==> config.mk <==
export PLATFORM = sky130hd
export DESIGN_NAME = ccws_ram
export DESIGN_NICKNAME = d
export VERILOG_FILES = /design/src/sv/assert_macros.svh /design/src/sv/ccws_ram.sv
export SDC_FILE = /design/constraint.sdc
export NUM_CORES = 2
export LEC_CHECK = 0
export ABC_AREA = 1
export BUFFER_PORTS_ARGS = -buffer_cell sky130_fd_sc_hd__buf_2
export CAP_MARGIN = 20
export CORE_ASPECT_RATIO = 1.75
export CORE_MARGIN = 5
export CORE_UTILIZATION = 35
export DETAILED_ROUTE_END_ITERATION = 8
export RECOVER_POWER = 100
export SLEW_MARGIN = 20
export SYNTH_ARGS = -nofsm -noshare
export SYNTH_HDL_FRONTEND = slang
export SYNTH_SLANG_ARGS = --single-unit
==> constraint.sdc <==
create_clock -name clk_i -period 6 [get_ports clk_i]
set_input_delay 0.6 -clock clk_i [delete_from_list [all_inputs] [get_ports clk_i]]
set_output_delay 0.6 -clock clk_i [all_outputs]
set_load 0.02 [all_outputs]
==> src/sv/assert_macros.svh <==
// Assertion helpers shared by the RTL.
`ifndef ASSERT_MACROS_SVH
`define ASSERT_MACROS_SVH

`ifndef SYNTHESIS
// Check prop on every rising clock edge, held off while reset is asserted.
`define ASSERT_CLK(lbl, clk, rstn, prop) \
  lbl: assert property (@(posedge clk) disable iff (!rstn) prop) \
    else $error("assertion failed");
// Check that cond implies resp in the same cycle.
`define ASSERT_IMPL(lbl, clk, rstn, cond, resp) \
  lbl: assert property (@(posedge clk) disable iff (!rstn) (cond) |-> (resp)) \
    else $error("implication failed");
`else
`define ASSERT_CLK(lbl, clk, rstn, prop)
`define ASSERT_IMPL(lbl, clk, rstn, cond, resp)
`endif

`endif

==> src/sv/ccws_ram.sv <==
module ccws_ram #(
  parameter int unsigned WIDTH = 48,
  parameter int unsigned DEPTH = 64
) (
  input  logic                                  clk_i,
  input  logic                                  we_i,
  input  logic [(DEPTH > 1 ? $clog2(DEPTH) : 1)-1:0] waddr_i,
  input  logic [WIDTH-1:0]                      wdata_i,
  input  logic                                  re_i,
  input  logic [(DEPTH > 1 ? $clog2(DEPTH) : 1)-1:0] raddr_i,
  output logic [WIDTH-1:0]                      rdata_o
);

  logic [WIDTH-1:0] mem_q [DEPTH];
  logic [WIDTH-1:0] rdata_q;

  always_ff @(posedge clk_i) begin
    if (we_i) begin
      mem_q[waddr_i] <= wdata_i;
    end
    if (re_i) begin
      rdata_q <= mem_q[raddr_i];
    end
  end

  assign rdata_o = rdata_q;

endmodule

Word level (Yosys, flattened, before mapping)
Memories as Yosys holds them, arrays and structs flattened. A register that Yosys moved wholly into a read port is not among the register bits.
Index checks and enable logic that the tools add are counted.
{"block": "word_totals", "ff_bits": 0, "latch_bits": 0, "mem_bits_rw": 3072, "mem_bits_ro": 0, "out_inout_bits": 48, "n_memories": 1}
{"block": "classes", "n_addsub": 0, "n_mul": 0, "div_mod_pow": 0, "order_cmp": 0, "n_eq_ne": 0, "shift": 0, "mux": 2, "bitwise_logic": 0, "reduce_logical": 0}
{"memory": "mem_q", "depth": 64, "width": 48, "rd": 1, "rd_ports_with_merged_regs": 1, "wr": 1, "line_no": "ccws_ram.sv:14", "rtl": "logic [WIDTH-1:0] mem_q [DEPTH];"}
{"cell": "1-bit 2-to-1 mux", "n": 2}

Logic depth before layout (Yosys ltp)
{"block": "depth", "depth_word": 2, "depth_mapped": 13}

Worst setup path before layout
No wires, ideal clock.
{"block": "synth_path", "kind": "input -> register", "start": "input we_i", "end": "memory mem_q[48][0], enable pin", "setup_time_ps": 574, "arrival_time_ps": 5732, "t_required_ps": 5426, "slack_ps": -306, "stages": 3, "n_path_buf": 1, "cell_sequence": "clkbuf_1 nand4_1 nor4_1"}
{"block": "synth_between", "elab_chain_len": 2}
{"element": "start, declared", "line_no": "ccws_ram.sv:6", "rtl": "input logic we_i,"}
{"element": "1-bit 2-to-1 mux", "line_no": "ccws_ram.sv:18", "rtl": "if (we_i) begin"}
{"element": "1-bit 2-to-1 mux (implied by the code)", "line_no": "ccws_ram.sv:19", "rtl": "mem_q[waddr_i] <= wdata_i;"}
{"element": "end, declared", "line_no": "ccws_ram.sv:14"}
Every way passes these cells.

Worst setup path after layout
{"block": "layout_path", "start": "input waddr_i[1] in the netlist's numbering", "end": "memory mem_q[55][13], enable pin"}
{"element": "start, declared", "line_no": "ccws_ram.sv:7", "rtl": "input logic [(DEPTH > 1 ? $clog2(DEPTH) : 1)-1:0] waddr_i,"}
Straight into the memory's write port.

==> flow_summary.toml <==
[status]
status = "finished, violations left"
violations = "capacitance limit, slew limit"

[grt]
gr-total-overflow = 0
first_global_vias = 79500
grt_max_degree = 195
grt_util_all_layers = 0.211
grt_antenna_before_repair = 36
grt_pass1_wl_um = 570000

[setup_path]
critical-path-slowest-cell = "clkbuf_1"
rr_startpoint = "mem_q[7][26]"
startpoint = "waddr_i[1]"
worst-endpoint-arrival_ns = 5.19
crit_chain = "clkbuf_1 -> inv_1 -> nor4_1 -> clkbuf_1 -> buf_4"
crit_top_cell = "clkbuf_1"
max_stage_delay_ns = 2.47
cp_data_required_time_ns = 6.51
path_class = "in2reg"
end_kind = "register"
crit_fanout = 29
crit_path_start_kind = "primary input"

[final_layout]
drive_above_1_share = 0.0544
areaGrowthSynthToFinish_pct = 10.6
num-fill-cells = 33200
fin_nets = 10100

[clock_network]
post_cts_buffers = 0
clockRootBuffer = "clkbuf_16"
clkLatencyLatePin_ns = 0.88
cts_resized = 0
clk_path_buf_depth = 4
clock_sinks = 3120
cts_tree = "yes"
ctsHtreeMaxLevel = 5
clkTransAtPathRegs_ns = 0.07
holdBufCountCts = 0
cts_buffers = 274

[yosys]
synth_area_per_cell_um2 = 12.3
ys_seq_area_frac = 0.751
yosys.area.top_type = "edfxtp_1"
synth_area_mm2 = 0.125
synth_warnings = 0
synth_seq_cells = 3120
synth_nets = 10200
synth.distinct_cells = 17
synth_area_leaders = "edfxtp_1 75%, nand3_1 11%, nand2_1 10%"
syn_inst = 10100
netlist.area_leader.share = 0.751

[detailed_routing]
met3WireLength_um = 30900
vias = 82000
wl_met1_um = 139000
ant_nets = 0
post-route-drc-count = 0
viasPerCell = 5.49
wirelength_um = 401000
highest_layer = "met5"
drt_iter0_drc = 8871
wl_met2_um = 205000
post_drt_wl_per_cell_um = 26.9
drtPass1Iterations = 8

[floorplan]
io_pins = 111
chipHeight_um = 800
fp-row-count = 290
die_area_mm2 = 0.369
start_util = 0.351
core_area_mm2 = 0.356
die_w_um = 461

[worst_hold_path]
worstHoldStart = "wdata_i[43]"
hold_path.class = "in2reg"

[timing]
layout_min_cycle_time_ns = 4.68
tightest_slew_ns = 3.78
setup_viol = 0
max_slew_margin = -1.52
rsz0062_at_grt = "false"
tns_ns = 0
hold_viol = 0
finalCritPeriodShare = 0.781
whs_ns = 0.266
fin_skew_ns = 0.0544
clock.fmax_mhz = 213
slew_viol_final = 5288

[placement]
place_hpwl_um = 222000
port-buffer-count = 110
place_congestion = 0.848

[power]
finalPower_mw = 44.3
p_leak_nw = 47.2
power.density_mw_per_mm2 = 321
peakVddDrop_mv = 0.221

[flow_run]
max_cap_viol_count = 138
flip-flops by register name, summed over array words and instances, names as in the netlist:
register and flops:
mem_q 3072, rdata_o 48
worst paths after layout:
path / slack [ns] / cells after the start / to
worst max-delay path: 1.32 / 5 / mem_q[55][13]
worst min-delay path: 0.27 / 1 / mem_q[3][43]
worst max register to register: 4.19 / 8 / rdata_o[26]
worst min register to register: 0.86 / 8 / rdata_o[20]
power by group:
group          internal (mW)  switching [mW]
combinational          0.607            2.07
clock                   9.33            7.96
sequential              24.2           0.101
total                   34.2            10.1
placed cells by master, fill, tap and decap left out, types with 8 or more instances in the layout:
cell type,n
buf_12,56
buf_2,21
buf_4,82
bufinv_16,18
clkbuf_1,207
clkbuf_16,279
clkinv_1,60
clkinv_2,50
clkinvlp_4,9
diode_2,21
edfxtp_1,3120
inv_6,11
nand2_1,3372
nand3_1,2857
nand4_1,9
nor2_1,46
nor2_4,10
nor4_1,8
worst max-delay path: cells and delay by family:
family                 cells  cell delay [ns]
buffers and inverters      4             3.70
and+or+nand+nor            1             0.85
cells by family after synthesis:
kind of cell,Yosys count,share of synthesized area
DFF,3120,0.751
and+or+nand+nor,6302,0.219
buffers and inverters,686,0.0308
cells in the mapped netlist (all sizes together):
cell	n
nand2	3372
edfxtp	3120
nand3	2857
buf	559
clkbuf	115
nor2	56
inv	10
nand4	9
nor4	8
clkinv	2
final cells by class:
| type | count | area, um^2 | area share |
|---|---|---|---|
| sequential | 3120 | 93700 | 0.679 |
| multi-input combinational | 6302 | 27300 | 0.198 |
| clock buffer | 323 | 7150 | 0.0518 |
| tap | 4672 | 5850 | 0.0424 |
| timing repair buffer | 333 | 2560 | 0.0185 |
| clock inverter | 152 | 1260 | 0.00912 |
| inverter | 12 | 90.1 | 0.000653 |
| antenna | 21 | 52.6 | 0.000381 |
per-stage QoR:
stage                     cell area [um^2]  instances   util  setup slack [ns]
after floorplan                     125000      10100      -            -0.306
after global placement              130000      14400  0.366              2.13
after detailed placement            130000      14400  0.366              2.14
after CTS                           139000      14900  0.390              3.06
after global routing                138000      14900  0.388              1.43
final                               138000      14900  0.388              1.32
routing by layer:
layer / track usage / vias to the layer above
met4: 0.118 / 14
met1: 0.243 / 41000
met2: 0.376 / 4103
met5: 0 / -
li1: - / 35900
met3: 0.0313 / 1058
(Power assumes the default switching activity.)
