===== src/sv/assert_macros.svh =====
// Assertion helpers shared by the RTL.
`ifndef ASSERT_MACROS_SVH
`define ASSERT_MACROS_SVH

`ifndef SYNTHESIS
// Check prop on every rising clock edge, held off while reset is asserted.
`define ASSERT_CLK(lbl, clk, rstn, prop) \
  lbl: assert property (@(posedge clk) disable iff (!rstn) prop) \
    else $error("assertion failed");
// Check that cond implies resp in the same cycle.
`define ASSERT_IMPL(lbl, clk, rstn, cond, resp) \
  lbl: assert property (@(posedge clk) disable iff (!rstn) (cond) |-> (resp)) \
    else $error("implication failed");
`else
`define ASSERT_CLK(lbl, clk, rstn, prop)
`define ASSERT_IMPL(lbl, clk, rstn, cond, resp)
`endif

`endif


===== src/sv/ccws_pkg.sv =====
package ccws_pkg;

  localparam int unsigned PosW      = 19;
  localparam int unsigned PulseW    = 10;
  localparam int unsigned FloorW    = 38;
  localparam int unsigned SqInW     = 38;
  localparam int unsigned SqOutW    = 19;
  localparam int unsigned CntOutW   = 7;
  localparam logic [FloorW-1:0] FloorReset = 38'd10737418;

  typedef enum logic [3:0] {
    ST_LOAD,
    ST_CDIV_GO,
    ST_CDIV_WT,
    ST_RD,
    ST_SQ,
    ST_WT,
    ST_VDIV_GO,
    ST_VDIV_WT,
    ST_SQRT_GO,
    ST_SQRT_WT,
    ST_OUT
  } seq_state_e;

  typedef struct packed {
    logic busy;
    logic done;
  } unit_stat_t;

endpackage


===== src/sv/ccws_div.sv =====
module ccws_div #(
  parameter int unsigned NUM_W = 54,
  parameter int unsigned DEN_W = 17
) (
  input  logic                  clk_i,
  input  logic                  rst_ni,
  input  logic                  start_i,
  input  logic [NUM_W-1:0]      num_i,
  input  logic [DEN_W-1:0]      den_i,
  output ccws_pkg::unit_stat_t  stat_o,
  output logic [NUM_W-1:0]      quot_o
);
  import ccws_pkg::*;

  localparam int unsigned CW = $clog2(NUM_W + 1);

  logic [NUM_W-1:0] quo_q, quo_d;
  logic [DEN_W-1:0] rem_q, rem_d, den_q, den_d;
  logic [CW-1:0]    cnt_q, cnt_d;
  logic             busy_q, busy_d, done_q, done_d;
  logic [DEN_W:0]   shifted;
  logic             fits;

  // One quotient bit per cycle, restoring.
  always_comb begin
    shifted = {rem_q, quo_q[NUM_W-1]};
    fits    = shifted >= {1'b0, den_q};
    quo_d   = quo_q;
    rem_d   = rem_q;
    den_d   = den_q;
    cnt_d   = cnt_q;
    busy_d  = busy_q;
    done_d  = 1'b0;
    if (start_i && !busy_q) begin
      quo_d  = num_i;
      rem_d  = '0;
      den_d  = den_i;
      cnt_d  = CW'(NUM_W);
      busy_d = 1'b1;
    end else if (busy_q) begin
      quo_d = {quo_q[NUM_W-2:0], fits};
      rem_d = fits ? DEN_W'(shifted - {1'b0, den_q}) : shifted[DEN_W-1:0];
      cnt_d = cnt_q - 1'b1;
      if (cnt_q == CW'(1)) begin
        busy_d = 1'b0;
        done_d = 1'b1;
      end
    end
  end

  always_ff @(posedge clk_i or negedge rst_ni) begin
    if (!rst_ni) begin
      busy_q <= 1'b0;
      done_q <= 1'b0;
      cnt_q  <= '0;
    end else begin
      busy_q <= busy_d;
      done_q <= done_d;
      cnt_q  <= cnt_d;
    end
  end

  always_ff @(posedge clk_i) begin
    quo_q <= quo_d;
    rem_q <= rem_d;
    den_q <= den_d;
  end

  assign stat_o.busy = busy_q;
  assign stat_o.done = done_q;
  assign quot_o      = quo_q;

endmodule


===== config.mk =====
export PLATFORM = sky130hd
export DESIGN_NAME = ccws_div
export DESIGN_NICKNAME = d
export VERILOG_FILES = /design/src/sv/assert_macros.svh /design/src/sv/ccws_pkg.sv /design/src/sv/ccws_div.sv
export SDC_FILE = /design/constraint.sdc
export NUM_CORES = 1
export LEC_CHECK = 0
export BUFFER_PORTS_ARGS = -buffer_cell sky130_fd_sc_hd__buf_2
export CAP_MARGIN = 20
export CORE_MARGIN = 1
export CORE_UTILIZATION = 35
export CTS_CLUSTER_DIAMETER = 60
export CTS_CLUSTER_SIZE = 14
export DETAILED_ROUTE_END_ITERATION = 10
export PLACE_DENSITY = 0.66
export SKIP_LAST_GASP = 1
export SLEW_MARGIN = 10
export SYNTH_ARGS = -nofsm -noshare
export SYNTH_HDL_FRONTEND = slang
export SYNTH_SLANG_ARGS = --single-unit

===== constraint.sdc =====
create_clock -name clk_i -period 2.2 [get_ports clk_i]
set_input_delay 0.11 -clock clk_i [delete_from_list [all_inputs] [get_ports clk_i]]
set_output_delay 0.11 -clock clk_i [all_outputs]
set_load 0.1 [all_outputs]

### Word-level counts from Yosys, hierarchy flattened

Index checks and enable logic that the tools add are counted.

* bits of input ports: 74
* output and inout bits: 56
* logic and storage cells: 24
* register bits after elaboration: 96

* equality and inequality tests: 1
* mux-type cells: 11
* reduce and logical (&&, ||, !) cells: 3
* magnitude comparators: 1
* add/sub/neg operators: 2

Operators with widths (number)
* two-way mux 54 bit: 2
* >= comparator 18 x 17 -> 1 bit: 1
* two-way mux 17 bit: 1
* subtractor 17 bit: 1
* two-way mux 6 bit: 2
* equality test 6 x 1 -> 1 bit (second input constant): 1
* two-way mux 1 bit: 6
* subtractor 6 x 1 -> 6 bit (second input constant): 1
* nonzero test 2 bit: 1
* logical AND 1 bit: 1
* zero test 1 bit: 1

### Depth between registers and ports, before layout

Gate-level depths: netlist of run 1.

* depth in word-level cells: 4
* depth in mapped cells: 12
* gate-level depth less buffers: 11

### Worst setup path after synthesis of run 1

OpenSTA, ideal clock, no wires.

* kind: reg-to-reg
* start: reg quo_q[53] (netlist: quot_o[53])
* end: reg quo_q[0] (netlist: quot_o[0]), data pin
* path slack: -0.706 ns
* required time: 1.940 ns
* data arrival time: 2.646 ns
* buffers on the path: 0
* stages on the path, launching flop included: 11
* setup time: 0.260 ns
* period minus slack after synthesis: 2.906 ns
* path through: edfxtp_1 -> inv_1 -> ha_1 -> inv_1 -> fa_1 -> a21oi_1 -> o21ai_1 -> a21oi_2 -> o21a_1 -> o221ai_2 -> mux2_2

* word-level cells in the longest chain between the ends: 3

Ends and longest elaborated chain
* start, declared: line ccws_div.sv:17 `logic [NUM_W-1:0] quo_q, quo_d;`
* start signal, assigned: line ccws_div.sv:64 `quo_q <= quo_d;`
* >= comparator 18 x 17 -> 1 bit: line ccws_div.sv:27 `fits = shifted >= {1'b0, den_q};`
* two-way mux 54 bit: line ccws_div.sv:40 `end else if (busy_q) begin`
* two-way mux 54 bit: line ccws_div.sv:34 `if (start_i && !busy_q) begin`
* net quo_d[0]: line ccws_div.sv:17

The timed path passes the listed nets, and every way through them passes these cells. The select of a mux whose other input is x is not followed.
A chain may end at the register's enable or synchronous reset.

### Worst setup path in the final report of run 1

* start: reg quo_q[53] (netlist: quot_o[53])
* end: reg rem_q[6]

* word-level cells in the longest chain between the ends: 2
* elaborated cells between the ends (all ways): 3
* those cells by class: add/sub: 1; order compare: 1; mux: 1

Ends and longest elaborated chain
* subtractor 17 bit or >= comparator 18 x 17 -> 1 bit (tied branches): line ccws_div.sv:42, ccws_div.sv:27
* two-way mux 17 bit *: line ccws_div.sv:42 `rem_d = fits ? DEN_W'(shifted - {1'b0, den_q}) : shifted[DEN_W-1:0];`
* end signal, assigned: line ccws_div.sv:65 `rem_q <= rem_d;`
* end, declared: line ccws_div.sv:18 `logic [DEN_W-1:0] rem_q, rem_d, den_q, den_d;`

Every way passes the cells marked *; elsewhere a longest branch is shown, timed or not.

==> results.py, run 1 <==
metrics = {
    "cells_and_area": {
        "utilization": 0.4726,
        "fin_nets": 635,
        "drive_gt1_frac": 0.4414,
        "area_growth_pct": 31.87,
        "final_common_cell": "buf_2",
        "final_cell_mix": "buf_2 (129), edfxtp_1 (71), mux2_2 (54)",
        "diodes": 0,
    },
    "synthesis": {
        "synth_top_area_cell": "edfxtp_1",
        "seq_area_frac_synth": 0.5631,
        "yosysUniqueCellTypes": 50,
        "synth-warning-count": 0,
        "synth_fp_nets": 463,
        "syn_inst": 369,
        "synth_area_sq_um": 4746,
        "synth_enable_flop_cells": 71,
        "synth.area.top_cells": "edfxtp_1 (45%), mux2_2 (13%), dfxtp_1 (7.2%)",
        "ys.flop_type": "edfxtp_1",
        "netlist.area_leader.share": 0.4492,
        "syn_avg_cell_area_sq_um": 12.86,
        "synth_seq_cells": 96,
        "async_flop_share": 0.08333,
    },
    "flow_run": {
        "maxCapViolCount": 0,
    },
    "timing": {
        "rsz0062_at_grt": "yes",
        "setup_viol": 13,
        "fmax_ghz": 0.4437,
        "slew_violations": 0,
        "fin_ws_ps": -53.64,
        "min_period_ps": 2254,
        "fin_crit_sh": 1.024,
        "clock_skew_ps": 7.448,
        "worst_pin_slew_ps": 512.2,
        "hold_viol": 0,
        "timing.max_slew.rel_slack": 0.6609,
    },
    "setup_path": {
        "cp_slowest_cell": "edfxtp_1",
        "max_stage_delay_ps": 380,
        "crit_required_ps": 2430,
        "crit_arrival_ps": 2490,
        "critPathMaxFanout": 14,
        "crit_chain": "inv_1, ha_1, inv_1, fa_2, a21oi_2, o21ai_1, a21oi_2, o21a_1, o221a_4, buf_12, nand3_1, o311ai_0",
        "end_kind": "flip-flop",
        "critical_path_buf_inv_count": 3,
        "path_class": "flip-flop to flip-flop",
        "start_kind": "flip-flop",
        "path_delay_family": "compound AO/OA/AOI/OAI gates",
    },
    "drt": {
        "final_antenna_net_count": 0,
        "via_per_inst": 4.882,
        "drc": 0,
        "num_vias": 3525,
        "wl_per_cell_microns": 15.20,
        "drt_wl_total_mm": 10.98,
        "drt_iter0_drc": 159,
        "dr.pass1.iters": 4,
    },
    "clocking": {
        "clk_path_buf_depth": 2,
        "cts_root_buf": "clkbuf_16",
        "insertion_delay_ps": 350,
        "htreeDepth": 3,
        "cts_tree": "built",
        "clk_pin_slew_ps": 70,
        "cts.sinks": 96,
        "cts_made_buffers": 9,
    },
    "global_route": {
        "globalRoute.busiestLayer": "met2",
        "grt_max_degree": 53,
        "gr-usage-met3": 0.05888,
        "grt_pass1_vias": 3681,
        "grt_usage": 0.1616,
        "grtUsageMet1": 0.1882,
        "grt_overflow": 0,
        "grt_pass1_wl_mm": 17.68,
        "antenna_found_initial": 1,
        "met2_usage": 0.2779,
    },
    "min_path": {
        "hold_class": "input port to flip-flop",
    },
    "placement": {
        "dp_slack_ps": -24.22,
        "io_buffer_count": 129,
        "place_congestion": 0.7992,
        "dp.final_hpwl_mm": 7.866,
    },
    "floorplan": {
        "core_sq_um": 13240,
        "die_y_microns": 118.4,
        "start_util": 0.3584,
        "die_area_sq_um": 14030,
        "chipWidth_microns": 118.4,
        "io_pins": 130,
        "rows": 42,
    },
    "run_status": {
        "violations": "setup timing",
        "status": "finished, violations left",
    },
}
metrics by stage:
stage	TNS, ps	hold slack [ps]	cells	cell area, sq um
after floorplan	-9077	-185.6	369	4752
after global placement	0	-34.69	687	5778
after detailed placement	-117.3	-33.33	687	5778
after CTS	-256.4	10.08	721	6251
after global routing	-3220	29.42	722	6259
final	-354.2	32.60	722	6259
sequential cells by signal (all words and copies together), names as in the netlist:
signal  count
busy_q      1
den_q      17
cnt_q       6
rem_q      17
quot_o     54
done_q      1
layout make-up:
| cell class | count | area, sq um |
|---|---|---|
| fillers | 1233 | 6984 |
| well taps | 176 | 220.2 |
| repair buffers | 176 | 1094 |
| flip-flops and latches | 96 | 2673 |
| clock buffers | 9 | 225.2 |
| multi-input cells | 232 | 1894 |
| clock inverters | 7 | 55.05 |
| inverters | 26 | 97.59 |
Yosys cell counts (all sizes together), types with 11 or more instances:
master  instances
dfxtp          17
ha             19
edfxtp         71
xor2           11
nand3          18
o21ai          12
inv            26
nand2          23
nor2           12
buf            13
a21oi          16
mux2           54
per-layer routing:
| layer | wire [microns] | vias to the layer above |
|---|---|---|
| met3 | 760 | 8 |
| met2 | 5245 | 111 |
| met4 | 101 | 2 |
| met1 | 4854 | 1671 |
| li1 | - | 1733 |
| met5 | 13 | - |
cells by family (layout without fill, tap and decap cells):
kind of cell | Yosys count | count (layout) | share of synthesized area
xor gates and xnor gates | 17 | 17 | 0.03137
and+or+nand+nor | 76 | 76 | 0.07804
adders and majority gates | 20 | 20 | 0.05431
DFF | 96 | 96 | 0.5631
AOI/OAI and AO/OA | 64 | 64 | 0.09966
buffers and inverters | 41 | 218 | 0.04323
muxes | 55 | 55 | 0.1302
worst paths after layout:
| path | to | depth (start not counted) | startpoint | slack, ps |
|---|---|---|---|---|
| worst max-delay path | rem_q[6] | 12 | quot_o[53] | -50 |
| worst min-delay path | cnt_q[3] | 2 | start_i | 30 |
| worst max register to register | rem_q[6] | 12 | quot_o[53] | -50 |
| worst min register to register | cnt_q[5] | 1 | cnt_q[5] | 480 |
| max in group asynchronous | cnt_q[3] | 2 | rst_ni | 1900 |
| min in group asynchronous | cnt_q[5] | 2 | rst_ni | 130 |
repair_timing:
item                                    4_1_cts  5_1_grt
endpoints found under the hold margin        25        0
hold buffers                                 18        0
resized for setup                             1        3
pin swaps                                     0        2
setup buffers                                 0        1
endpoints found under the setup margin       12       18
Power of run 1 is not shown: default switching activity piles up to over one toggle a cycle in this logic, so the estimate is an artifact.
==> run 2, diff against run 1 <==
--- a/config.mk
+++ b/config.mk
@@ -7,6 +7,7 @@
 export LEC_CHECK = 0
 export BUFFER_PORTS_ARGS = -buffer_cell sky130_fd_sc_hd__buf_2
 export CAP_MARGIN = 20
+export CORE_ASPECT_RATIO = 0.6
 export CORE_MARGIN = 1
 export CORE_UTILIZATION = 35
 export CTS_CLUSTER_DIAMETER = 60
==> constraint.sdc (replaced) <==
create_clock -name clk_i -period 2.2 [get_ports clk_i]
set_input_delay 0.33 -clock clk_i [delete_from_list [all_inputs] [get_ports clk_i]]
set_output_delay 0.33 -clock clk_i [all_outputs]
set_load 0.1 [all_outputs]
==> run 2 against run 1 <==
The run ends with DRC, setup timing left. Critical path depth fell by 2. First-iteration DRC count grew 44%. Fmax shrank 0.38%. Register-to-register slack hardly changed. Count of clock-buffer cells in the layout is the same. Worst setup slack lost 8.6 ps. Critical path type unchanged. Critical endpoint is now quot_o[0]. Largest cell class unchanged. Highest routed layer is now met4.
==> results.py, run 2 (same netlist as run 1, synthesis figures left out) <==
metrics = {
    "global_route": {
        "grt_pass1_vias": 3573,
        "grt_max_degree": 49,
        "grt_overflow": 0,
        "antenna_found_initial": 0,
        "grt_usage": 0.1699,
        "grt_pass1_wl_mm": 18.55,
    },
    "setup_path": {
        "critical_path_buf_inv_count": 2,
        "path_depth": 10,
        "end_kind": "flip-flop",
        "critPathMaxFanout": 4,
        "crit_arrival_ps": 2370,
        "reg2reg_from": "quot_o[53]",
        "crit_required_ps": 2310,
        "crit_chain": "inv_1, ha_2, inv_2, fa_2, a21oi_2, o21ai_2, a21oi_2, o21a_4, o221ai_4, mux2_2",
        "r2r_cells": 10,
        "cpMostUsedCell": "a21oi_2",
        "crit_end": "quot_o[0]",
        "cp_slowest_cell": "edfxtp_1",
        "rrSetupSlack_ps": -60,
        "path_delay_family": "compound AO/OA/AOI/OAI gates",
        "start_kind": "flip-flop",
        "worstSetupStartpoint": "quot_o[53]",
        "rr_endpoint": "quot_o[0]",
        "max_stage_delay_ps": 400,
        "path_class": "flip-flop to flip-flop",
    },
    "drt": {
        "route.top_layer_used": "met4",
        "m1WireLength_mm": 5.602,
        "drc": 2,
        "dr.pass1.iters": 7,
        "final_antenna_net_count": 0,
        "wl_met2_mm": 5.234,
        "drt_wl_total_mm": 11.65,
        "wl_per_cell_microns": 16.41,
        "drt_iter0_drc": 229,
        "num_vias": 3604,
        "via_per_inst": 5.076,
        "wl_met3_microns": 684,
    },
    "floorplan": {
        "io_pins": 130,
        "start_util": 0.3647,
        "die_area_sq_um": 14040,
        "chipWidth_microns": 152.3,
        "die_y_microns": 92.20,
        "rows": 32,
        "core_sq_um": 13010,
    },
    "clocking": {
        "cts_root_buf": "clkbuf_16",
        "clk_pin_slew_ps": 70,
        "insertion_delay_ps": 350,
        "cts_made_buffers": 9,
        "cts_tree": "built",
        "cts.sinks": 96,
        "clk_path_buf_depth": 2,
        "htreeDepth": 3,
    },
    "flow_run": {
        "maxCapViolCount": 0,
    },
    "cells_and_area": {
        "finish.instance_area_sq_um": 6272,
        "diodes": 0,
        "largest_reg_flops": 54,
        "area_growth_pct": 32.16,
        "final_cell_mix": "buf_2 (129), edfxtp_1 (71), mux2_2 (54)",
        "final_common_cell": "buf_2",
        "drive_gt1_frac": 0.4907,
        "fin_nets": 629,
        "fillerInstances": 1179,
    },
    "placement": {
        "place_congestion": 0.8534,
        "io_buffer_count": 129,
        "dp.final_hpwl_mm": 8.114,
        "place_area_sq_um": 5796,
    },
    "timing": {
        "fin_ws_ps": -62.20,
        "hold_viol": 0,
        "fmax_ghz": 0.4420,
        "slew_violations": 0,
        "worst_pin_slew_ps": 507.3,
        "min_period_ps": 2262,
        "tns_ps": -324.7,
        "timing.max_slew.rel_slack": 0.6641,
        "fin_crit_sh": 1.028,
        "holdWs_ps": 152.4,
        "clock_skew_ps": 6.063,
        "rsz0062_at_grt": "yes",
        "setup_viol": 13,
    },
    "run_status": {
        "status": "finished, violations left",
        "violations": "DRC, setup timing",
    },
    "min_path": {
        "hold_class": "input port to flip-flop",
    },
}
-- run 2: worst min-delay path by stage --
stage / start / endpoint / slack [ps] / cells past startpoint
after global placement: rst_ni / done_q / 190 / 1
after CTS: den_i[5] / den_q[5] / 140 / 1
after floorplan: rst_ni / busy_q / 30 / 0
after global routing: den_i[4] / den_q[4] / 140 / 1
final: den_i[5] / den_q[5] / 150 / 1
after detailed placement: rst_ni / done_q / 190 / 1
-- run 2: cell type report --
class                   count  area [sq um]  share of cell area
flip-flops and latches     96          2673              0.4261
repair buffers            168         982.2              0.1566
well taps                 170         212.7             0.03391
inverters                  26         97.59             0.01556
multi-input cells         234          2021              0.3222
clock buffers               9         225.2             0.03591
clock inverters             7         61.31            0.009775
-- run 2: timing repair --
item	CTS	global route
endpoints found under the hold margin	8	0
buffers inserted	2	3
pin swaps	4	9
gates cloned	2	0
hold buffers	1	0
gates resized for setup	14	12
setup endpoints to repair	18	18
-- run 2: metal layers --
layer,track usage,up-vias
met1,0.2386,1761
met4,0.05272,0
met3,0.04679,14
met5,0,-
li1,-,1727
met2,0.2531,102
-- run 2: stage by stage --
step	setup WS, ps	util	std cells
after floorplan	-585.5	-	369
after global placement	-27.94	0.4454	686
after detailed placement	-160.3	0.4454	686
after CTS	-43.55	0.4764	707
after global routing	-181.4	0.4820	710
final	-62.20	0.4820	710
Power of run 2 is left out for the same reason.
