File: src/sv/assert_macros.svh
// Assertion helpers shared by the RTL.
`ifndef ASSERT_MACROS_SVH
`define ASSERT_MACROS_SVH

`ifndef SYNTHESIS
// Check prop on every rising clock edge, held off while reset is asserted.
`define ASSERT_CLK(lbl, clk, rstn, prop) \
  lbl: assert property (@(posedge clk) disable iff (!rstn) prop) \
    else $error("assertion failed");
// Check that cond implies resp in the same cycle.
`define ASSERT_IMPL(lbl, clk, rstn, cond, resp) \
  lbl: assert property (@(posedge clk) disable iff (!rstn) (cond) |-> (resp)) \
    else $error("implication failed");
`else
`define ASSERT_CLK(lbl, clk, rstn, prop)
`define ASSERT_IMPL(lbl, clk, rstn, cond, resp)
`endif

`endif

File: src/sv/ccws_pkg.sv
package ccws_pkg;

  localparam int unsigned PosW      = 19;
  localparam int unsigned PulseW    = 10;
  localparam int unsigned FloorW    = 38;
  localparam int unsigned SqInW     = 38;
  localparam int unsigned SqOutW    = 19;
  localparam int unsigned CntOutW   = 7;
  localparam logic [FloorW-1:0] FloorReset = 38'd10737418;

  typedef enum logic [3:0] {
    ST_LOAD,
    ST_CDIV_GO,
    ST_CDIV_WT,
    ST_RD,
    ST_SQ,
    ST_WT,
    ST_VDIV_GO,
    ST_VDIV_WT,
    ST_SQRT_GO,
    ST_SQRT_WT,
    ST_OUT
  } seq_state_e;

  typedef struct packed {
    logic busy;
    logic done;
  } unit_stat_t;

endpackage

File: src/sv/ccws_sqrt.sv
module ccws_sqrt (
  input  logic                            clk_i,
  input  logic                            rst_ni,
  input  logic                            start_i,
  input  logic [ccws_pkg::SqInW-1:0]      rad_i,
  output ccws_pkg::unit_stat_t            stat_o,
  output logic [ccws_pkg::SqOutW-1:0]     root_o
);
  import ccws_pkg::*;

  localparam int unsigned CW = $clog2(SqOutW + 1);

  logic [SqInW-1:0]  rad_q, rad_d;
  logic [SqOutW:0]   rem_q, rem_d;
  logic [SqOutW-1:0] root_q, root_d;
  logic [CW-1:0]     cnt_q, cnt_d;
  logic              busy_q, busy_d, done_q, done_d;
  logic [SqOutW+2:0] shifted, trial;
  logic              fits;

  // Two radicand bits per cycle, one root bit out.
  always_comb begin
    shifted = {rem_q, rad_q[SqInW-1 -: 2]};
    trial   = {1'b0, root_q, 2'b01};
    fits    = shifted >= trial;
    rad_d   = rad_q;
    rem_d   = rem_q;
    root_d  = root_q;
    cnt_d   = cnt_q;
    busy_d  = busy_q;
    done_d  = 1'b0;
    if (start_i && !busy_q) begin
      rad_d  = rad_i;
      rem_d  = '0;
      root_d = '0;
      cnt_d  = CW'(SqOutW);
      busy_d = 1'b1;
    end else if (busy_q) begin
      rad_d  = {rad_q[SqInW-3:0], 2'b00};
      rem_d  = fits ? (SqOutW+1)'(shifted - trial) : shifted[SqOutW:0];
      root_d = {root_q[SqOutW-2:0], fits};
      cnt_d  = cnt_q - 1'b1;
      if (cnt_q == CW'(1)) begin
        busy_d = 1'b0;
        done_d = 1'b1;
      end
    end
  end

  always_ff @(posedge clk_i or negedge rst_ni) begin
    if (!rst_ni) begin
      busy_q <= 1'b0;
      done_q <= 1'b0;
      cnt_q  <= '0;
    end else begin
      busy_q <= busy_d;
      done_q <= done_d;
      cnt_q  <= cnt_d;
    end
  end

  always_ff @(posedge clk_i) begin
    rad_q  <= rad_d;
    rem_q  <= rem_d;
    root_q <= root_d;
  end

  assign stat_o.busy = busy_q;
  assign stat_o.done = done_q;
  assign root_o      = root_q;

endmodule

File: config.mk
export PLATFORM = sky130hd
export DESIGN_NAME = ccws_sqrt
export DESIGN_NICKNAME = d
export VERILOG_FILES = /design/src/sv/assert_macros.svh /design/src/sv/ccws_pkg.sv /design/src/sv/ccws_sqrt.sv
export SDC_FILE = /design/constraint.sdc
export NUM_CORES = 1
export LEC_CHECK = 0
export BUFFER_PORTS_ARGS = -buffer_cell sky130_fd_sc_hd__buf_2
export CORE_UTILIZATION = 25
export CTS_BUF_LIST = sky130_fd_sc_hd__clkbuf_16
export DETAILED_ROUTE_END_ITERATION = 8
export GPL_ROUTABILITY_DRIVEN = 0
export GPL_TIMING_DRIVEN = 0
export PLACE_DENSITY = 0.39
export SYNTH_ARGS = -nofsm -noshare
export SYNTH_HDL_FRONTEND = slang
export SYNTH_SLANG_ARGS = --single-unit
export TNS_END_PERCENT = 20
File: constraint.sdc
create_clock -name clk_i -period 2.2 [get_ports clk_i]
set_input_delay 0.11 -clock clk_i [delete_from_list [all_inputs] [get_ports clk_i]]
set_output_delay 0.11 -clock clk_i [all_outputs]
set_load 0.01 [all_outputs]
# Yosys cells after proc, flatten, opt, wreduce, memory -nomap -nowiden
# Cells that the tools add are included.
# word_totals
regBits	84
elab_cells	24
# classes
addsub	2
magnitude_cmp	1
n_eq_ne	1
n_mux	11
n_reduce_logical	3
# ops
cell	n
$mux 38	2
$ge 22x21->1	1
$mux 20	1
$sub 20x20->20	1
$mux 5	2
$mux 1	6
$eq 5x1->1 const B	1
$sub 5x1->5 const B	1
$reduce_bool 2->1	1
$logic_and 1x1->1	1
$logic_not 1->1	1

# Depth between registers and ports, before layout
# Gate-level depths: netlist of run 1.
# logic_depth
word_depth	4
depth_mapped	10
mapped_depth_nobuf	9

# Worst setup path after synthesis of run 1
# No wires, ideal clock.
# synth_timing
kind	reg-to-reg
from	register root_q[0], in the netlist root_o[0]
to	register rem_q[3]
setup_time_ns	0.127
arrival_time_ns	2.318
required_ns	2.073
path_slack_ns	-0.245
path_stages_with_launch	11
synth_period_minus_slack_ns	2.445
path_cell_list	dfxtp_1 inv_1 ha_1 nor2b_1 o31a_1 o211ai_2 a31oi_1 a311oi_2 buf_6 mux2i_1 o21ai_1
# synth_between
elab_chain_len	2
elab_cells_between_ends	3
classes_between	add/sub: 1; order compare: 1; mux: 1
# synth_lines
item	line	rtl
start: declaration	ccws_sqrt.sv:15	logic [SqOutW-1:0] root_q, root_d;
start signal: assignment	ccws_sqrt.sv:65	root_q <= root_d;
$sub 20x20->20 or $ge 22x21->1 (tied branches)	ccws_sqrt.sv:40, ccws_sqrt.sv:25	
$mux 20 *	ccws_sqrt.sv:40	rem_d = fits ? (SqOutW+1)'(shifted - trial) : shifted[SqOutW:0];
end signal: assignment	ccws_sqrt.sv:64	rem_q <= rem_d;
end: declaration	ccws_sqrt.sv:14	logic [SqOutW:0] rem_q, rem_d;
# Mark *: on every way between the ends. The rest lies on a longest branch, timed or not.
# A chain may end at the register's enable or synchronous reset.

# Final worst setup path of run 1
# Ends and elaborated chain as after synthesis.

==> reports/summary.txt, run 1 <==
status -> finished, violations left
failing checks -> setup timing
Area after DPL -> 0.00496 mm²
CTS clk-pin slew, worst paths -> 70 ps
share of the synthesized area in the top cell type -> 26.5%
Area growth syn-to-layout -> 34.3%
DRC errors left -> 0
Synth Register Bits -> 84
DP HPWL -> 8.25 mm
CTS tree -> yes
TritonCTS buffer count -> 9
clk_lat worst skew -> 350 ps
worst vdd ir -> 0.626 mV
Final nets -> 569
post-route cell area -> 0.00579 mm²
drt first pass iters -> 4
die height -> 133 µm
row count -> 47
CTS Root Cell -> clkbuf_16
Cell Area, Synth -> 0.00431 mm²
ant diodes -> 0
P per Cell Area -> 1990 mW/mm²
yosys warns -> 0
DR WL/cell -> 16.0 µm
Int Power -> 0.00697 W
ratio of cells with drive above 1 in the final layout -> 40.6%
pin count of the biggest net entering global routing -> 41
area leader, netlist -> edfxtp_1
first-pass GRT wire length -> 19.1 mm
reg2reg path depth -> 11
Die Wd -> 133 µm
Post-synth ARST share -> 8.33%
grt ovf -> 0
CP max stage delay -> 340 ps
Worst R2R End -> rem_q[3]$_SDFFE_PP0P_
Critical Path End Type -> flip-flop
Post-Synthesis Cells -> 405
core footprint -> 0.0167 mm²
hold_ws -> 48.3 ps
Final Critical Period -> 2290 ps
largest cells by area after synthesis -> edfxtp_1 26%, dfxtp_1 18%, mux2_2 9.4%
setup slack after layout -> -93.5 ps
Leak Pwr -> 2.40 nW
initial antenna violation count -> 1
final setup vio count -> 20
critical path peak fanout -> 7
Main synth FF type -> dfxtp_1
Die ar. -> 0.0178 mm²
Comb power frac -> 60.9%
fmax -> 436 MHz
worst path required time -> 2420 ps
crit path DAT -> 2510 ps
via/cell ratio -> 4.69
Net Switching -> 0.00456 W
CP Launch Type -> flip-flop
fillcell total -> 1729
Mapped Nets -> 469
Hold Fails Final Rpt -> 0
Critical Path Slowest Stage Cell -> dfxtp_2
Seq/Total Area, Yosys -> 48.6%
RSZ-0062 raised after global routing -> yes
Worst Hold End -> rad_q[1]$_SDFFCE_PN0P_
Syn Area/Cell -> 10.7 µm²
skew final -> 7.55 ps
vias in the first global route -> 3587
max_cap viols -> 0
CTS Sinks -> 84
Post-synth EDFFs -> 38
Hold Path Stages -> 2
Max Slew Vio Count -> 0
Synth cell types -> 48
GRT Util Overall -> 14.0%
Top-Level Pins -> 62
Post-synth top cells -> 39 x dfxtp_1, 39 x nand2_1, 38 x edfxtp_1
Detail Route Antenna Nets -> 0
Initial Util -> 25.8%
clock power share -> 12.5%
Min-Delay Startpoint -> rad_i[1]
Reg2Reg Setup Slack -> -90 ps
Period Utilization, post-route -> 104%
Sequential Power Share -> 26.6%
Worst Hold Class -> input pin to flip-flop
Cell Chain, Critical Path -> inv_2, ha_4, nor2b_4, o31a_1, o211ai_2, a31oi_2, a311oi_2, buf_6, buf_8, mux2i_2, o21ai_1
H-tree Lvls -> 3
clk buf depth -> 2
final wirelength -> 11.6 mm
worst slew pin tran -> 695 ps
max_slew headroom -> 53.7%
PortBufs -> 61
switching share of total power -> 39.6%
Setup CP Type -> flip-flop to flip-flop
Critical R2R Launch -> root_o[0]$_SDFFE_PP0P_
Iteration-0 DRC Markers -> 140
total number of vias -> 3425
critical path, delay by kind of cell, from the launching register on:
kind	cells	cell delay, ps
AO/OA/AOI/OAI	5	930
adder cells (fa/ha/maj)	1	210
buffers and inverters	3	350
flip-flops	1	340
multiplexers	1	210
AND/OR/NAND/NOR	1	120
logic make-up (layout without fill, tap and decap cells):
logic type,count (synthesis),in the layout,synth area share [%]
AOI/OAI and AO/OA,105,105,17.0
xor gates and xnor gates,19,19,3.86
adders and majority gates,23,23,6.67
buffers and inverters,48,153,4.67
DFF,84,84,48.6
muxes,39,39,10.1
and+or+nand+nor,87,87,9.14
registers in the layout (all words and copies together), names as in the netlist:
name / count
cnt_q: 5
rad_q: 38
root_o: 19
done_q: 1
busy_q: 1
rem_q: 20
power groups by stage:
stage	Sequential (W)	Clock (W)	Combinational [W]
floorplan	0.00298	0	0.00399
global placement	0.00304	0	0.00529
detailed placement	0.00304	0	0.00530
CTS	0.00306	0.00149	0.00681
global route	0.00316	0.00154	0.00776
finish	0.00307	0.00145	0.00702
how the worst max path moves through the flow:
stage / start / to / slack, ps / cells past startpoint
after detailed placement: rad_q[36]$_DFFE_PP_ / root_o[0]$_SDFFE_PP0P_ / -410 / 9
final: root_o[0]$_SDFFE_PP0P_ / rem_q[3]$_SDFFE_PP0P_ / -90 / 11
after global routing: root_o[0]$_SDFFE_PP0P_ / rem_q[3]$_SDFFE_PP0P_ / -240 / 11
after CTS: root_o[0]$_SDFFE_PP0P_ / rem_q[6]$_SDFFE_PP0P_ / -90 / 11
after floorplan: root_o[0]$_SDFFE_PP0P_ / rem_q[3]$_SDFFE_PP0P_ / -40 / 10
after global placement: busy_q$_DFF_PN0_ / rad_q[34]$_DFFE_PP_ / -580 / 3
metal layers:
layer	global-route usage, %	share of wire, %	vias to the layer above
met3	3.54	3.7	16
li1	-	-	1700
met5	0	0.10	-
met1	18.9	50	1636
met2	21.7	45	71
met4	5.05	1.7	2
timing repair:
item | CTS | global route
gates cloned | 3 | 0
buffers inserted | 19 | 6
endpoints found under the setup margin | 78 | 40
gates resized for setup | 63 | 15
endpoints found under the hold margin | 7 | 0
pin swaps | 14 | 9
hold buffers | 1 | 0
area by class of cell:
| type | instances | area, µm² | share of cell area, % |
|---|---|---|---|
| buffer | 21 | 126 | 2.18 |
| clock inverter | 7 | 50.0 | 0.864 |
| tap | 220 | 275 | 4.75 |
| timing repair buffer | 89 | 574 | 9.91 |
| multi-input combinational | 273 | 2330 | 40.3 |
| clock buffer | 9 | 225 | 3.89 |
| sequential | 84 | 2110 | 36.4 |
| inverter | 27 | 104 | 1.79 |
cell usage in the layout, fill, tap and decap left out, types with 5 or more instances in the layout:
master / netlist / layout
a21oi_1: 16 / 14
xor2_1: 11 / 11
a21o_1: 6 / 6
o21ai_1: 5 / 9
buf_2: 2 / 66
inv_1: 27 / 19
dfrtp_1: 7 / 7
buf_4: 3 / 24
o21ai_0: 17 / 9
ha_1: 23 / 7
nor3_1: 6 / 5
nor2_1: 15 / 13
o31ai_1: 23 / 23
ha_4: 0 / 14
a32oi_1: 9 / 9
nand2_1: 39 / 38
inv_2: 0 / 7
nand3_1: 10 / 7
xnor2_1: 8 / 8
clkbuf_1: 8 / 8
dfxtp_1: 39 / 31
mux2_2: 36 / 36
clkbuf_16: 0 / 9
dfxtp_2: 0 / 8
edfxtp_1: 38 / 38
metrics by stage:
stage          setup TNS, ps  worst slack, ps  instances  util (%)  total power (W)
2_1_floorplan           -183            -43.1        405         -          0.00697
3_3_place_gp          -34800             -582        686      29.7          0.00832
3_5_place_dp          -15260             -411        686      29.7          0.00834
4_1_cts                -1400            -94.0        725      34.2           0.0114
5_1_grt                -4400             -241        730      34.7           0.0125
6_report                -985            -93.5        730      34.7           0.0115
Note: power is estimated with default switching activity, not from simulation.
==> run 2, diff against run 1 <==
--- a/config.mk
+++ b/config.mk
@@ -6,12 +6,13 @@
 export NUM_CORES = 1
 export LEC_CHECK = 0
 export BUFFER_PORTS_ARGS = -buffer_cell sky130_fd_sc_hd__buf_2
-export CORE_UTILIZATION = 25
+export CORE_UTILIZATION = 40
 export CTS_BUF_LIST = sky130_fd_sc_hd__clkbuf_16
 export DETAILED_ROUTE_END_ITERATION = 8
 export GPL_ROUTABILITY_DRIVEN = 0
 export GPL_TIMING_DRIVEN = 0
-export PLACE_DENSITY = 0.39
+export PLACE_DENSITY = 0.57
+export SLEW_MARGIN = 20
 export SYNTH_ARGS = -nofsm -noshare
 export SYNTH_HDL_FRONTEND = slang
 export SYNTH_SLANG_ARGS = --single-unit
==> reports/summary.txt, run 2 (same netlist as run 1, synthesis figures left out) <==
Die Wd -> 106 µm (-21%)
placed cell count -> 603 (-12%)
ant diodes -> 0 (unchanged)
Hold Fails Final Rpt -> 0 (unchanged)
DR WL/cell -> 16.3 µm (+2.1%)
commonest non-fill, non-tap cell in the layout -> buf_2
CP max stage delay -> 330 ps (about the same)
Post-Layout Cell Count -> 640 (-12%)
Worst R2R End -> rem_q[12]$_SDFFE_PP0P_
worst vdd ir -> 0.904 mV (+45%)
max FFs per register -> 38 (unchanged)
failing checks -> setup timing
Initial Util -> 41.6% (+16 points)
worst path required time -> 2420 ps (about the same)
ratio of cells with drive above 1 in the final layout -> 39.5% (-1.1 points)
DRC errors left -> 0 (unchanged)
max_slew headroom -> 56.2% (+2.5 points)
clk_lat worst skew -> 340 ps (about the same)
crit path DAT -> 2560 ps (+50 ps)
reg2reg path depth -> 10 (-1)
skew final -> 5.66 ps (-1.89 ps)
total number of vias -> 3453 (+0.82%)
Detail Route Antenna Nets -> 0 (unchanged)
setup slack after layout -> -144 ps (-50.9 ps)
Max Slew Vio Count -> 0 (unchanged)
grt ovf -> 0 (unchanged)
fillcell total -> 957 (-45%)
CP Launch Type -> flip-flop
RSZ-0062 raised after global routing -> yes
CTS Sinks -> 84 (unchanged)
Worst Hold End -> rad_q[0]$_SDFFCE_PN0P_
P per Cell Area -> 2000 mW/mm² (+0.40%)
most frequent cells in the layout -> 65 x buf_2, 39 x nand2_1, 38 x edfxtp_1
final wirelength -> 10.4 mm (-10%)
hold_ws -> 49.1 ps (+0.828 ps)
status -> finished, violations left
Min-Delay Startpoint -> rad_i[0]
critical path peak fanout -> 4 (-3)
final setup vio count -> 17 (-15%)
core footprint -> 0.0104 mm² (-38%)
CTS Root Cell -> clkbuf_16
first-pass GRT wire length -> 16.9 mm (-12%)
die height -> 106 µm (-21%)
Final Critical Period -> 2340 ps (+50.9 ps)
drt first pass iters -> 5 (+1)
CTS clk-pin slew, worst paths -> 70 ps (about the same)
Worst Hold Class -> input pin to flip-flop
initial antenna violation count -> 0 (-1)
CTS tree -> yes
Final nets -> 563 (-1.1%)
TritonCTS buffer count -> 9 (unchanged)
area of the multi-input gates -> 0.00232 mm² (-0.70%)
Hold Path Stages -> 2 (unchanged)
max_cap viols -> 0 (unchanged)
row count -> 37 (-21%)
pin count of the biggest net entering global routing -> 23 (-44%)
Area growth syn-to-layout -> 30.2%
Iteration-0 DRC Markers -> 140 (unchanged)
Reg2Reg Setup Slack -> -140 ps (-50 ps)
Overall Power -> 0.0112 W (-2.7%)
Leak Pwr -> 2.38 nW (-1.0%)
via/cell ratio -> 5.40 (+15%)
register name with the most flops -> rad_q
Critical Path Slowest Stage Cell -> dfxtp_2
Critical R2R Launch -> root_o[0]$_SDFFE_PP0P_
fmax -> 427 MHz (-2.2%)
PortBufs -> 61 (unchanged)
clk buf depth -> 2 (unchanged)
area occupied by registers -> 0.00211 mm² (about the same)
Period Utilization, post-route -> 107% (+2.3 points)
Top-Level Pins -> 62 (unchanged)
H-tree Lvls -> 3 (unchanged)
GRT Util Overall -> 19.3% (+5.3 points)
Cell Chain, Critical Path -> inv_2, ha_4, nor2b_4, o31a_1, buf_4, o211a_1, o21a_1, o41ai_2, xor2_1, o21ai_0
Critical Path End Type -> flip-flop
DP HPWL -> 7.20 mm (-13%)
Setup CP Type -> flip-flop to flip-flop
Die ar. -> 0.0112 mm² (-37%)
vias in the first global route -> 3349 (-6.6%)
worst slew pin tran -> 656 ps (-38.2 ps)
## run 2: cell types whose count changed in the layout (fill, tap and decap cells not counted), moves of 3 or more
cell     before  now
o21ai_0       9   13
nand3_2       3    0
o21ai_1       9    6
nand3_1       7   10
## run 2: per-stage QoR
| stage | TNS [ps] | setup WS [ps] | cell area, µm² | utilization [%] |
|---|---|---|---|---|
| after floorplan | -183 | -43.1 | 4380 | - |
| after global placement | -22850 | -353 | 4850 | 46.8 |
| after detailed placement | -11360 | -420 | 4880 | 47.1 |
| after CTS | -1640 | -137 | 5490 | 52.9 |
| after global routing | -3030 | -228 | 5620 | 54.2 |
| final | -765 | -144 | 5620 | 54.2 |
## run 2: timing repair
item                       4_1_cts  5_1_grt
buffers inserted                13        6
cloned                           1        0
pin swaps                       12       17
hold buffers                     1        0
resized for setup               33       27
setup endpoints to repair       39       21
hold endpoints to repair         7        0
## run 2: worst max-delay path, delay by kind of cell, from the launching register on
| family | cells | cell delay, ps |
|---|---|---|
| AO/OA/AOI/OAI | 5 | 1130 |
| flip-flops | 1 | 330 |
| buffers and inverters | 2 | 220 |
| XOR/XNOR | 1 | 220 |
| adder cells (fa/ha/maj) | 1 | 210 |
| AND/OR/NAND/NOR | 1 | 120 |
## run 2: worst max-delay path by stage
stage,start,endpoint,slack (ps),cells past startpoint
2_1_floorplan,root_o[0]$_SDFFE_PP0P_,rem_q[3]$_SDFFE_PP0P_,-40,10
3_3_place_gp,rad_q[36]$_DFFE_PP_,root_o[0]$_SDFFE_PP0P_,-350,9
3_5_place_dp,rad_q[36]$_DFFE_PP_,rem_q[4]$_SDFFE_PP0P_,-420,10
4_1_cts,root_o[0]$_SDFFE_PP0P_,rem_q[4]$_SDFFE_PP0P_,-140,11
5_1_grt,rad_q[36]$_DFFE_PP_,rem_q[4]$_SDFFE_PP0P_,-230,11
6_report,root_o[0]$_SDFFE_PP0P_,rem_q[12]$_SDFFE_PP0P_,-140,10
## run 2: area by class of cell
class,instances,area share [%]
multi-input cells,273,41.2
well taps,136,3.03
clock buffers,9,4.01
plain buffers,21,2.03
flip-flops and latches,84,37.5
inverters,27,1.80
clock inverters,7,1.11
repair buffers,83,9.22
## run 2: power breakdown
group | total (W) | internal, W | switching [W]
sequential | 0.00306 | 0.00255 | 0.000508
combinational | 0.00668 | 0.00340 | 0.00327
clock | 0.00148 | 0.000792 | 0.000691
## run 2: per-layer routing
layer	up-vias	wire, µm	global-route usage [%]
met3	11	694	5.81
met5	-	0	0
met2	113	4960	32.6
met4	0	118	3.87
li1	1692	-	-
met1	1637	4660	24.3
==> run 3, diff against run 2 <==
--- a/config.mk
+++ b/config.mk
@@ -7,7 +7,7 @@
 export LEC_CHECK = 0
 export BUFFER_PORTS_ARGS = -buffer_cell sky130_fd_sc_hd__buf_2
 export CORE_UTILIZATION = 40
-export CTS_BUF_LIST = sky130_fd_sc_hd__clkbuf_16
+export CTS_BUF_LIST = sky130_fd_sc_hd__clkbuf_4 sky130_fd_sc_hd__clkbuf_8
 export DETAILED_ROUTE_END_ITERATION = 8
 export GPL_ROUTABILITY_DRIVEN = 0
 export GPL_TIMING_DRIVEN = 0
==> reports/summary.txt, run 3 (same netlist as run 1, synthesis figures left out) <==
status -> finished, violations left
failing checks -> setup timing
pin count of the biggest net entering global routing -> 23 (unchanged)
switching share of total power -> 40.7% (+0.84 points)
first-pass GRT wire length -> 16.8 mm (-0.78%)
DRC errors left -> 0 (unchanged)
CTS Root Cell -> clkbuf_8
critical path peak fanout -> 4 (unchanged)
Top-Level Pins -> 62 (unchanged)
initial antenna violation count -> 0 (unchanged)
CTS tree -> yes
Int Power -> 0.00625 W (-7.4%)
DR WL/cell -> 16.2 µm (-0.80%)
H-tree Lvls -> 3 (unchanged)
PortBufs -> 61 (unchanged)
ant diodes -> 0 (unchanged)
post-route cell area -> 0.00546 mm² (-2.7%)
skew final -> 8.20 ps (+2.54 ps)
clk_lat worst skew -> 360 ps (+20 ps)
worst vdd ir -> 0.857 mV (-5.3%)
Leak Pwr -> 2.32 nW (-2.5%)
final core utilization -> 52.7% (-1.5 points)
via/cell ratio -> 5.35 (-0.89%)
Area growth syn-to-layout -> 26.6%
grt ovf -> 0 (unchanged)
DP HPWL -> 7.20 mm (unchanged)
Final Critical Period -> 2330 ps (-13.7 ps)
hold_ws -> 22.1 ps (-27.0 ps)
max FFs per register -> 38 (unchanged)
crit path DAT -> 2570 ps (about the same)
placed cell count -> 603 (unchanged)
clk buf depth -> 2 (unchanged)
most frequent cells in the layout -> 65 x buf_2, 39 x nand2_1, 38 x edfxtp_1
Worst Hold Class -> input pin to flip-flop
Hold Fails Final Rpt -> 0 (unchanged)
clock power share -> 10.2% (-3.0 points)
Area after DPL -> 0.00488 mm² (unchanged)
Initial Util -> 41.6% (unchanged)
fmax -> 429 MHz (+0.59%)
Net Switching -> 0.00429 W (-4.1%)
Detail Route Antenna Nets -> 0 (unchanged)
drt first pass iters -> 4 (-1)
Iteration-0 DRC Markers -> 138 (-1.4%)
P per Cell Area -> 1930 mW/mm² (-3.5%)
Die Wd -> 106 µm (unchanged)
Critical Path End Type -> flip-flop
register name with the most flops -> rad_q
Period Utilization, post-route -> 106% (-0.62 points)
GRT Util Overall -> 19.1% (-0.20 points)
Setup CP Type -> flip-flop to flip-flop
CP Launch Type -> flip-flop
final wirelength -> 10.3 mm (-0.96%)
Max Slew Vio Count -> 0 (unchanged)
row count -> 37 (unchanged)
Sequential Power Share -> 29.0% (+1.7 points)
worst path required time -> 2440 ps (+20 ps)
Final nets -> 562 (-0.18%)
Comb power frac -> 60.9% (+1.4 points)
final setup vio count -> 21 (+4)
max_cap viols -> 0 (unchanged)
Die ar. -> 0.0112 mm² (unchanged)
CTS clk-pin slew, worst paths -> 100 ps (+30 ps)
core footprint -> 0.0104 mm² (unchanged)
CTS Sinks -> 84 (unchanged)
die height -> 106 µm (unchanged)
TritonCTS buffer count -> 9 (unchanged)
vias in the first global route -> 3368 (+0.57%)
worst slew pin tran -> 638 ps (-18.5 ps)
Post-Layout Cell Count -> 639 (-0.16%)
max_slew headroom -> 57.5% (+1.2 points)
commonest non-fill, non-tap cell in the layout -> buf_2
total number of vias -> 3417 (-1.0%)
ratio of cells with drive above 1 in the final layout -> 37.8% (-1.7 points)
setup slack after layout -> -131 ps (+13.7 ps)
RSZ-0062 raised after global routing -> yes
run 3: cell types whose count changed in the layout (fill, tap and decap cells not counted), moves of 2 or more:
cell	previous run	this run
inv_1	19	22
clkbuf_16	9	0
o311ai_1	3	5
clkbuf_8	0	9
inv_2	8	5
run 3: area by class of cell:
cell class | count | area (µm²)
well taps | 136 | 170
clock buffers | 9 | 124
inverters | 27 | 101
flip-flops and latches | 84 | 2110
clock inverters | 7 | 62.6
repair buffers | 82 | 510
multi-input cells | 273 | 2270
plain buffers | 21 | 110
fillers | 983 | 4910
run 3: path summary, 6_finish.rpt:
check,slack [ps],to,depth (start not counted),from
worst max-delay path,-130,rem_q[12]$_SDFFE_PP0P_,10,rad_q[36]$_DFFE_PP_
worst min register to register,470,root_o[8]$_SDFFE_PP0P_,2,root_o[7]$_SDFFE_PP0P_
worst min-delay path,20,rad_q[0]$_SDFFCE_PN0P_,2,rad_i[0]
min in group asynchronous,100,cnt_q[0]$_DFFE_PN0P_,2,rst_ni
worst max register to register,-130,rem_q[12]$_SDFFE_PP0P_,10,rad_q[36]$_DFFE_PP_
max in group asynchronous,1950,cnt_q[3]$_DFFE_PN0P_,2,rst_ni
run 3: what timing repair did:
item / in CTS / in global routing
endpoints found under the hold margin: 7 / 0
pin swaps: 11 / 11
hold buffers: 1 / 0
buffers inserted: 14 / 4
resized for setup: 35 / 15
setup endpoints to repair: 39 / 21
cloned: 1 / 0
run 3: metal layers:
layer  wire length, µm  track usage, %  part of all wire [%]
met1              4550            24.0                    44
met2              4850            31.7                    47
met3               734            5.13                   7.1
met4               195            6.35                   1.9
met5                 0               0                     0
run 3: stage by stage:
| step | setup WS [ps] | TNS (ps) | total power (W) |
|---|---|---|---|
| after floorplan | -43.1 | -183 | 0.00697 |
| after global placement | -353 | -22850 | 0.00812 |
| after detailed placement | -420 | -11360 | 0.00825 |
| after CTS | -137 | -1690 | 0.0103 |
| after global routing | -235 | -3620 | 0.0114 |
| final | -131 | -1590 | 0.0105 |
run 3: critical path, stage by stage (launching register included):
cell and delay (ps):
edfxtp_1 430, inv_2 110, ha_4 160, nor2b_4 40, o31a_1 320, buf_4 170
o211a_1 230, o21a_1 210, o41ai_2 250, xor2_1 210, o21ai_0 100
run 3: power groups by stage:
stage               Clock [W]  Combinational [W]  Sequential, W
floorplan                   0            0.00399        0.00298
global route          0.00116            0.00705        0.00315
detailed placement          0            0.00522        0.00302
finish                0.00107            0.00641        0.00305
global placement            0            0.00511        0.00301
CTS                   0.00111            0.00616        0.00304
